--- src/rtl/assert_macros.svh ---
// ---------------------------------------------------------------------------
// assert_macros.svh
// Clocked assertion shorthands shared by the stack block RTL.
// ---------------------------------------------------------------------------
`ifndef ASSERT_MACROS_SVH
`define ASSERT_MACROS_SVH

// Property holds at every clock edge outside reset
`define DSUS_ASSERT(label, clk, rstn, prop, msg) \
    label: assert property (@(posedge clk) disable iff (!(rstn)) (prop)) else $error(msg);

// Antecedent at one edge implies consequent at the next edge
`define DSUS_ASSERT_NEXT(label, clk, rstn, ante, cons, msg) \
    label: assert property (@(posedge clk) disable iff (!(rstn)) (ante) |=> (cons)) \
        else $error(msg);

`endif

--- src/rtl/dsus_pkg.sv ---
// ---------------------------------------------------------------------------
// dsus_pkg
// Shared sizes, codes and control structs of the two-stack undo block.
// ---------------------------------------------------------------------------
package dsus_pkg;

    // Stack geometry
    localparam int DEPTH     = 16;
    localparam int IDX_W     = $clog2(DEPTH);
    localparam int OUT_CNT_W = 5;
    localparam int CNT_RAW_W = $clog2(DEPTH + 1);
    localparam int CNT_W     = (CNT_RAW_W > OUT_CNT_W) ? CNT_RAW_W : OUT_CNT_W;
    localparam int DATA_W    = 32;

    // Stream widths
    localparam int OP_W       = 3;
    localparam int STAT_W     = 3;
    localparam int S_TDATA_W  = DATA_W;
    localparam int M_FIELDS_W = STAT_W + 3 * DATA_W + 2 + 2 * OUT_CNT_W;
    localparam int M_TDATA_W  = ((M_FIELDS_W + 7) / 8) * 8;
    localparam int M_PAD_W    = M_TDATA_W - M_FIELDS_W;

    // Operation codes
    localparam logic [OP_W-1:0] OP_PUSH    = 3'd0;
    localparam logic [OP_W-1:0] OP_POP     = 3'd1;
    localparam logic [OP_W-1:0] OP_MOVE    = 3'd2;
    localparam logic [OP_W-1:0] OP_RESTORE = 3'd3;
    localparam logic [OP_W-1:0] OP_CLEAR   = 3'd4;

    // Result status codes
    typedef enum logic [STAT_W-1:0] {
        STAT_OK         = 3'd0,
        STAT_MAIN_EMPTY = 3'd1,
        STAT_AUX_EMPTY  = 3'd2,
        STAT_MAIN_FULL  = 3'd3,
        STAT_AUX_FULL   = 3'd4
    } status_t;

    // Controller to datapath commands
    typedef struct packed {
        logic capture;    // latch the accepted input word
        logic exec;       // apply the operation to the stacks
        logic load_top;   // take the new top from the memory read
        logic load_out;   // move the result into the output register
    } ctrl_cmd_t;

    // Datapath to controller status
    typedef struct packed {
        logic need_read;  // operation uncovers an entry that must be fetched
        logic out_free;   // output register can take a result this cycle
    } dp_sts_t;

endpackage

--- src/rtl/dsus_ctrl.sv ---
// ---------------------------------------------------------------------------
// dsus_ctrl
// Sequencer: accept, execute, optional top fetch, result hand-off.
// ---------------------------------------------------------------------------
module dsus_ctrl (
    input  logic                aclk,
    input  logic                aresetn,
    input  logic                s_tvalid,
    output logic                s_tready,
    input  dsus_pkg::dp_sts_t   sts,
    output dsus_pkg::ctrl_cmd_t cmd
);
    import dsus_pkg::*;

    typedef enum logic [3:0] {
        ST_IDLE  = 4'b0001,
        ST_EXEC  = 4'b0010,
        ST_FETCH = 4'b0100,
        ST_DONE  = 4'b1000
    } state_t;

    state_t state_reg;
    state_t state_next;

    // Next-state logic
    always_comb begin
        state_next = state_reg;
        case (state_reg)
            ST_IDLE:  if (s_tvalid) state_next = ST_EXEC;
            ST_EXEC:  state_next = sts.need_read ? ST_FETCH : ST_DONE;
            ST_FETCH: state_next = ST_DONE;
            ST_DONE:  if (sts.out_free) state_next = ST_IDLE;
            default:  state_next = ST_IDLE;
        endcase
    end

    always_ff @(posedge aclk) begin
        if (!aresetn) begin
            state_reg <= ST_IDLE;
        end else begin
            state_reg <= state_next;
        end
    end

    // Commands
    assign s_tready     = (state_reg == ST_IDLE);
    assign cmd.capture  = (state_reg == ST_IDLE) && s_tvalid;
    assign cmd.exec     = (state_reg == ST_EXEC);
    assign cmd.load_top = (state_reg == ST_FETCH);
    assign cmd.load_out = (state_reg == ST_DONE) && sts.out_free;

endmodule

--- src/rtl/dsus_dpath.sv ---
// ---------------------------------------------------------------------------
// dsus_dpath
// Stack memories, counts, cached tops and the output word register.
// ---------------------------------------------------------------------------
`include "assert_macros.svh"

module dsus_dpath (
    input  logic                           aclk,
    input  logic                           aresetn,
    input  dsus_pkg::ctrl_cmd_t            cmd,
    output dsus_pkg::dp_sts_t              sts,
    input  logic [dsus_pkg::OP_W-1:0]      s_op,
    input  logic [dsus_pkg::S_TDATA_W-1:0] s_value,
    output logic                           m_tvalid,
    input  logic                           m_tready,
    output logic [dsus_pkg::M_TDATA_W-1:0] m_tdata
);
    import dsus_pkg::*;

    // Stack memories
    logic [DATA_W-1:0] main_mem [DEPTH];
    logic [DATA_W-1:0] aux_mem  [DEPTH];

    logic [OP_W-1:0]          op_reg;
    logic signed [DATA_W-1:0] val_reg;
    logic [CNT_W-1:0]         main_cnt_reg, main_cnt_next;
    logic [CNT_W-1:0]         aux_cnt_reg,  aux_cnt_next;
    logic [DATA_W-1:0]        main_top_reg, main_top_next;
    logic [DATA_W-1:0]        aux_top_reg,  aux_top_next;
    status_t                  status_reg,   status_next;
    logic [DATA_W-1:0]        removed_reg,  removed_next;
    logic                     rd_main_reg,  rd_main_next;
    logic [DATA_W-1:0]        main_rdata_reg;
    logic [DATA_W-1:0]        aux_rdata_reg;
    logic                     out_valid_reg;
    logic [M_TDATA_W-1:0]     out_data_reg;

    logic             main_empty, main_full, aux_empty, aux_full;
    logic             main_wr, aux_wr;
    logic [IDX_W-1:0] main_wr_idx, aux_wr_idx, rd_idx;
    logic [DATA_W-1:0] wr_data;
    logic             need_read;
    logic [CNT_W-1:0] main_dec, aux_dec;
    logic [CNT_W-1:0] main_idx_cnt, aux_idx_cnt;
    logic             mv, av;
    logic [DATA_W-1:0] mt, at;

    // Input word capture
    always_ff @(posedge aclk) begin
        if (cmd.capture) begin
            op_reg  <= s_op;
            val_reg <= s_value;
        end
    end

    assign main_empty   = (main_cnt_reg == '0);
    assign aux_empty    = (aux_cnt_reg == '0);
    assign main_full    = (main_cnt_reg >= CNT_W'(DEPTH));
    assign aux_full     = (aux_cnt_reg >= CNT_W'(DEPTH));
    assign main_dec     = main_cnt_reg - CNT_W'(1);
    assign aux_dec      = aux_cnt_reg - CNT_W'(1);
    assign main_idx_cnt = main_dec - CNT_W'(1);
    assign aux_idx_cnt  = aux_dec - CNT_W'(1);
    assign main_wr_idx  = main_cnt_reg[IDX_W-1:0];
    assign aux_wr_idx   = aux_cnt_reg[IDX_W-1:0];

    // Operation decode and next state
    always_comb begin
        main_cnt_next = main_cnt_reg;
        aux_cnt_next  = aux_cnt_reg;
        main_top_next = main_top_reg;
        aux_top_next  = aux_top_reg;
        status_next   = status_reg;
        removed_next  = removed_reg;
        rd_main_next  = rd_main_reg;
        main_wr       = 1'b0;
        aux_wr        = 1'b0;
        wr_data       = val_reg;
        rd_idx        = main_idx_cnt[IDX_W-1:0];
        need_read     = 1'b0;
        if (cmd.exec) begin
            status_next  = STAT_OK;
            removed_next = '0;
            case (op_reg)
                OP_PUSH: begin
                    if (main_full) begin
                        status_next = STAT_MAIN_FULL;
                    end else begin
                        main_wr       = 1'b1;
                        main_top_next = val_reg;
                        main_cnt_next = main_cnt_reg + CNT_W'(1);
                    end
                end
                OP_POP: begin
                    if (main_empty) begin
                        status_next = STAT_MAIN_EMPTY;
                    end else begin
                        removed_next  = main_top_reg;
                        main_cnt_next = main_dec;
                        rd_main_next  = 1'b1;
                        need_read     = (main_dec != '0);
                    end
                end
                OP_MOVE: begin
                    if (main_empty) begin
                        status_next = STAT_MAIN_EMPTY;
                    end else if (aux_full) begin
                        status_next = STAT_AUX_FULL;
                    end else begin
                        removed_next  = main_top_reg;
                        wr_data       = main_top_reg;
                        aux_wr        = 1'b1;
                        aux_top_next  = main_top_reg;
                        aux_cnt_next  = aux_cnt_reg + CNT_W'(1);
                        main_cnt_next = main_dec;
                        rd_main_next  = 1'b1;
                        need_read     = (main_dec != '0);
                    end
                end
                OP_RESTORE: begin
                    if (aux_empty) begin
                        status_next = STAT_AUX_EMPTY;
                    end else if (main_full) begin
                        status_next = STAT_MAIN_FULL;
                    end else begin
                        removed_next  = aux_top_reg;
                        wr_data       = aux_top_reg;
                        main_wr       = 1'b1;
                        main_top_next = aux_top_reg;
                        main_cnt_next = main_cnt_reg + CNT_W'(1);
                        aux_cnt_next  = aux_dec;
                        rd_main_next  = 1'b0;
                        rd_idx        = aux_idx_cnt[IDX_W-1:0];
                        need_read     = (aux_dec != '0);
                    end
                end
                OP_CLEAR: begin
                    main_cnt_next = '0;
                end
                default: begin
                end
            endcase
        end else if (cmd.load_top) begin
            // Uncovered entry becomes the cached top
            if (rd_main_reg) begin
                main_top_next = main_rdata_reg;
            end else begin
                aux_top_next = aux_rdata_reg;
            end
        end
    end

    // Memory write and registered read, one port each
    always_ff @(posedge aclk) begin
        if (main_wr) begin
            main_mem[main_wr_idx] <= wr_data;
        end
        main_rdata_reg <= main_mem[rd_idx];
    end

    always_ff @(posedge aclk) begin
        if (aux_wr) begin
            aux_mem[aux_wr_idx] <= wr_data;
        end
        aux_rdata_reg <= aux_mem[rd_idx];
    end

    // Counts (control state)
    always_ff @(posedge aclk) begin
        if (!aresetn) begin
            main_cnt_reg <= '0;
            aux_cnt_reg  <= '0;
        end else begin
            main_cnt_reg <= main_cnt_next;
            aux_cnt_reg  <= aux_cnt_next;
        end
    end

    // Tops and result payload
    always_ff @(posedge aclk) begin
        main_top_reg <= main_top_next;
        aux_top_reg  <= aux_top_next;
        status_reg   <= status_next;
        removed_reg  <= removed_next;
        rd_main_reg  <= rd_main_next;
    end

    // Result word assembly
    assign mv = (main_cnt_reg != '0);
    assign av = (aux_cnt_reg != '0);
    assign mt = mv ? main_top_reg : '0;
    assign at = av ? aux_top_reg : '0;

    // Output register
    always_ff @(posedge aclk) begin
        if (!aresetn) begin
            out_valid_reg <= 1'b0;
        end else if (cmd.load_out) begin
            out_valid_reg <= 1'b1;
        end else if (m_tready) begin
            out_valid_reg <= 1'b0;
        end
    end

    always_ff @(posedge aclk) begin
        if (cmd.load_out) begin
            out_data_reg <= {{M_PAD_W{1'b0}},
                             aux_cnt_reg[OUT_CNT_W-1:0],
                             main_cnt_reg[OUT_CNT_W-1:0],
                             av, at, mv, mt, removed_reg, status_reg};
        end
    end

    assign m_tvalid      = out_valid_reg;
    assign m_tdata       = out_data_reg;
    assign sts.need_read = need_read;
    assign sts.out_free  = !out_valid_reg || m_tready;

    // Checks
    `DSUS_ASSERT(a_main_bound, aclk, aresetn, main_cnt_reg <= CNT_W'(DEPTH), "main count over depth")
    `DSUS_ASSERT(a_aux_bound, aclk, aresetn, aux_cnt_reg <= CNT_W'(DEPTH), "aux count over depth")
    `DSUS_ASSERT_NEXT(a_push_inc, aclk, aresetn, cmd.exec && op_reg == OP_PUSH && !main_full, main_cnt_reg == $past(main_cnt_reg) + CNT_W'(1), "push did not grow main stack")
    `DSUS_ASSERT_NEXT(a_fail_hold, aclk, aresetn, cmd.exec && status_next != STAT_OK, $stable(main_cnt_reg) && $stable(aux_cnt_reg) && removed_reg == '0, "failed operation changed state")

endmodule

--- src/rtl/dual_stack_with_undo_store.sv ---
// Each word passes accept, execute, a fetch if an entry is uncovered, and hand-off;
//   the next word is taken only after hand-off. The fetch is the registered read
//   of the stack memory that fetches the newly uncovered top after pop, move or restore.
// A new input word is taken while the previous result still waits in the output register.
// Reset (aresetn low, synchronous) empties both stacks and drops any pending result;
//   memory contents are not cleared and no clearing pass is needed.
// ---------------------------------------------------------------------------
// dual_stack_with_undo_store
// Main and auxiliary stacks of 32-bit words with push, pop, move, restore, clear.
// ---------------------------------------------------------------------------
module dual_stack_with_undo_store (
    input  logic                           aclk,
    input  logic                           aresetn,
    input  logic                           s_tvalid,
    output logic                           s_tready,
    input  logic [dsus_pkg::S_TDATA_W-1:0] s_tdata,  // [31:0] push_value
    input  logic [dsus_pkg::OP_W-1:0]      s_tuser,  // [2:0] opcode
    output logic                           m_tvalid,
    input  logic                           m_tready,
    // [2:0] status, [34:3] removed_value, [66:35] main_top, [67] main_valid,
    // [99:68] aux_top, [100] aux_valid, [105:101] main_count,
    // [110:106] aux_count, [111] zero pad
    output logic [dsus_pkg::M_TDATA_W-1:0] m_tdata
);
    import dsus_pkg::*;

    ctrl_cmd_t cmd;
    dp_sts_t   sts;

    // Sequencer
    dsus_ctrl u_ctrl (
        .aclk     (aclk),
        .aresetn  (aresetn),
        .s_tvalid (s_tvalid),
        .s_tready (s_tready),
        .sts      (sts),
        .cmd      (cmd)
    );

    // Stacks and result register
    dsus_dpath u_dpath (
        .aclk     (aclk),
        .aresetn  (aresetn),
        .cmd      (cmd),
        .sts      (sts),
        .s_op     (s_tuser),
        .s_value  (s_tdata),
        .m_tvalid (m_tvalid),
        .m_tready (m_tready),
        .m_tdata  (m_tdata)
    );

endmodule

--- config.mk ---
export PLATFORM = sky130hd
export DESIGN_NAME = dual_stack_with_undo_store
export DESIGN_NICKNAME = d
export VERILOG_FILES = /design/src/rtl/dsus_pkg.sv /design/src/rtl/dsus_ctrl.sv /design/src/rtl/dsus_dpath.sv /design/src/rtl/dual_stack_with_undo_store.sv
export VERILOG_INCLUDE_DIRS = /design/src /design/src/rtl
export SDC_FILE = /design/constraint.sdc
export NUM_CORES = 2
export LEC_CHECK = 0
export BUFFER_PORTS_ARGS = -buffer_cell sky130_fd_sc_hd__buf_2
export CORE_MARGIN = 2
export CORE_UTILIZATION = 56
export DETAILED_ROUTE_END_ITERATION = 10
export PLACE_DENSITY = 0.7
export SLEW_MARGIN = 10
export SYNTH_ARGS = -nofsm -noshare
export SYNTH_HDL_FRONTEND = slang
export SYNTH_HIERARCHICAL = 1
export SYNTH_SLANG_ARGS = --single-unit
--- constraint.sdc ---
create_clock -name aclk -period 11.3 [get_ports aclk]
set_input_delay 1.695 -clock aclk [delete_from_list [all_inputs] [get_ports aclk]]
set_output_delay 1.695 -clock aclk [all_outputs]
set_load 0.01 [all_outputs]
==> run metrics <==
Top Ports approximately 150; GRT Util Overall 0.286; CTS Buf Count 136; post-synthesis sequential area ratio 0.760; Rel. slew slack 0.149; CP Depth 13; met1 layer usage reported by global route 0.413; largest net degree at the start of global routing 229; share of flip-flops with an asynchronous set or reset 0; vias in the first global route 29700; Post-Synth Adder-Cell Area 0.00287; Sink Count 1349; DR pass1 iterations 6; share of post-route cells with drive strength above 1 0.134; status complete, no violations; Sw Ratio 0.220; Longest Clk Path Bufs 3; Mapped Area 52200 um2; mux share of post-synthesis cell area 0.0196; final WL around 140000 um; Synth cell types 60; placement row count 112; post-layout util 0.633; CTS Hold Bufs 0; post-route minimum period 5.62 ns; slowest CP cell and2_4; hold path depth 0; Post-CTS Setup Inserts 0; period utilisation layout 0.498; combinational share of power 0.053; main combinational cell family by area after synthesis simple AND/OR/NAND/NOR gates; FF-to-FF Start u_dpath/op_reg[1]; RSZ-0062 raised after global routing no; ys flop type edfxtp_1; Layout area overhead 12.6%; internal power ~8.2 mW; EDFF count, synth approximately 1300; Psw about 2.3 mW; Syn Area/Cell between 10 and 15 um2; synth warn 6; Root Buffer clkbuf_16; cells resized by post-CTS repair 0; Worst Path Required 11.95 ns; first-pass GRT wire length 198000 um; Yosys reg bits 1349; TNS Setup 0 ns; sequential share of power 0.535; R2R cell count 13; Min-Delay Startpoint u_dpath/removed_reg[12]; core area about 93000 um2; dpl ws between 5 and 6 ns; worst-margin pin slew 1.28 ns; critical path launch point u_dpath/op_reg[1]; Synth Area in Compound Gates 0.0879; CTS tree yes; Worst Path Arrival about 6.3 ns; Clock Power Share 0.412; DPL Wire Length about 70000 um; worst-path cell chain and2_1 > nor2b_4 > buf_4 > inv_2 > buf_4 > o41ai_2 > and2_4 > buf_4 > buf_12 > a21oi_1 > a22oi_1 > a32oi_1 > o211ai_1; Buffers on Ports ~150; grt peak-use layer met2; xor/xnor share of the synthesized area 0.00251; gr ovfl total 0; Crit path max-delay family buffers and inverters; Detailed Route Iter0 Violations 4892; Max Slew Vio Count 0; critical path endpoint category register; clock-pin slew on the worst setup and hold paths approximately 0.06 ns; ANT nets after route 0; post-DR wirelength/cell around 26 um; CTS H-Tree Depth 4; antenna violations before repair 2; Net count, final between 3000 and 4000; CP Class register to register; grt met3 use 0.0614; die width between 300 and 400 um; Crit path largest cell delay roughly 0.90 ns; worst-path maximum fanout 228; static leakage 21.1 nW; power density over the cells roughly 180 nW/um2; Initial Util 0.562; die span in y around 310 um; Peak supply drop roughly 0.00012 V; CP Launch Type register; worst hold path type register to register; total chip power between 10 and 15 mW; Final setup viols 0; Mapped Cells 3745; met2 Use GR 0.431; syn nets 3796; vias post-DR approximately 32000; Die Area ~96000 um2; Worst Skew about 0.027 ns; Remaining DRCs 0; Setup WS post-layout approximately 5.7 ns; DR vias/cell 6.22; simple-gate share of the synthesized area 0.104; Max Cap Viol 0; Clock Latency Late Sink ~0.75 ns; CP Buf/Inv Count 5; GP Congestion 0.880; final hold violation count 0; most used cell, CP buf_4; max frequency between 0.15 and 0.2 GHz
path summary, 6_finish.rpt:
kind / endpoint / slack [ns]
worst max-delay path: u_dpath/aux_rdata_reg[6] / 5.68
worst min-delay path: u_dpath/m_tdata[15] / 0.42
worst max register to register: u_dpath/aux_rdata_reg[6] / 5.68
worst min register to register: u_dpath/m_tdata[15] / 0.42
cells in the mapped netlist (3+ instances only):
library cell | count | area (um2)
clkbuf_1 | 152 | 571
nor2_1 | 65 | 244
a32oi_1 | 66 | 578
o21ai_0 | 62 | 310
nand4_1 | 3 | 18.8
o211ai_1 | 64 | 480
a22o_1 | 13 | 114
buf_1 | 14 | 52.6
edfxtp_1 | 1270 | 38100
a31oi_1 | 34 | 213
dfxtp_1 | 79 | 1580
a21boi_0 | 3 | 22.5
and2_1 | 61 | 382
nand2_1 | 924 | 3470
nand2b_1 | 5 | 31.3
a21oi_1 | 268 | 1340
a22oi_1 | 94 | 706
xor2_1 | 5 | 43.8
a32o_1 | 64 | 641
mux2i_1 | 64 | 641
o21a_1 | 4 | 30.0
nand3_1 | 198 | 991
ha_1 | 12 | 150
inv_1 | 32 | 120
nor3_1 | 8 | 40.0
xnor2_1 | 10 | 87.6
buf_4 | 8 | 60.1
buf_2 | 74 | 370
nand3b_1 | 3 | 22.5
mux2_2 | 33 | 372
inv_2 | 4 | 15.0
nor2b_1 | 6 | 37.5
and3_1 | 9 | 56.3
nor3b_1 | 4 | 30.0
through the flow:
stage / hold WS, ns / instances / cell area (um2)
final: 0.418 / 5217 / 58800
after global routing: 0.423 / 5216 / 58800
after CTS: 0.419 / 5216 / 58700
after detailed placement: 0.405 / 4968 / 54400
after global placement: 0.401 / 4968 / 54400
after floorplan: 0.400 / 3745 / 52200
layout make-up:
cell class,instances,area (um2)
timing repair buffer,217,1300
clock inverter,51,457
sequential,1349,39700
clock buffer,197,3910
tap,1254,1570
fill,6653,34100
multi-input combinational,2112,11700
inverter,36,135
antenna,1,2.50
kinds of logic after synthesis:
logic type / count (synthesis)
buf+inv: 284
mux: 98
compound gates: 689
xor+xnor: 15
fa+ha+maj: 12
other cells: 1
flops: 1349
simple gates: 1297
worst register-to-register path, delay by kind of cell (launching register included):
family / cells / cell delay (ns)
and+or+nand+nor: 3 / 1.27
buffers and inverters: 5 / 2.23
AOI/OAI and AO/OA: 5 / 1.50
DFF: 1 / 0.54
power groups by stage:
stage | Sequential (mW) | Clock (mW) | Combinational [mW]
floorplan | 5.72 | 0 | 0.362
global placement | 5.75 | 0 | 0.532
detailed placement | 5.75 | 0 | 0.543
CTS | 5.65 | 4.39 | 0.546
global route | 5.65 | 4.58 | 0.602
finish | 5.65 | 4.35 | 0.558
placed cells by master, fill, tap and decap left out, types with 6 or more instances in the layout:
cell type and instances:
o21ai_2 17, o21ai_0 33, a21oi_1 268, clkinv_1 17, clkbuf_1 37, buf_2 151, a32oi_1 66, clkinv_8 7
nor2_4 13, a22oi_1 94, nor3_2 6, edfxtp_1 1270, clkbuf_16 139, ha_1 12, nand2_1 922, o211ai_1 64
and2_1 46, clkbuf_8 21, dfxtp_1 79, a31oi_1 34, mux2i_1 64, xnor2_1 10, nor2_1 53, a22o_1 13
buf_4 62, a32o_1 64, o21ai_4 10, mux2_2 33, and2_4 10, inv_1 32, nand3_1 198, clkinv_2 17
metal layers:
metal / up-vias / part of all wire
li1: 14100 / -
met1: 16000 / 0.39
met2: 2008 / 0.45
met3: 316 / 0.12
met4: 4 / 0.038
met5: - / 0.00020
No activity file was read; power rests on OpenSTA's default activity.
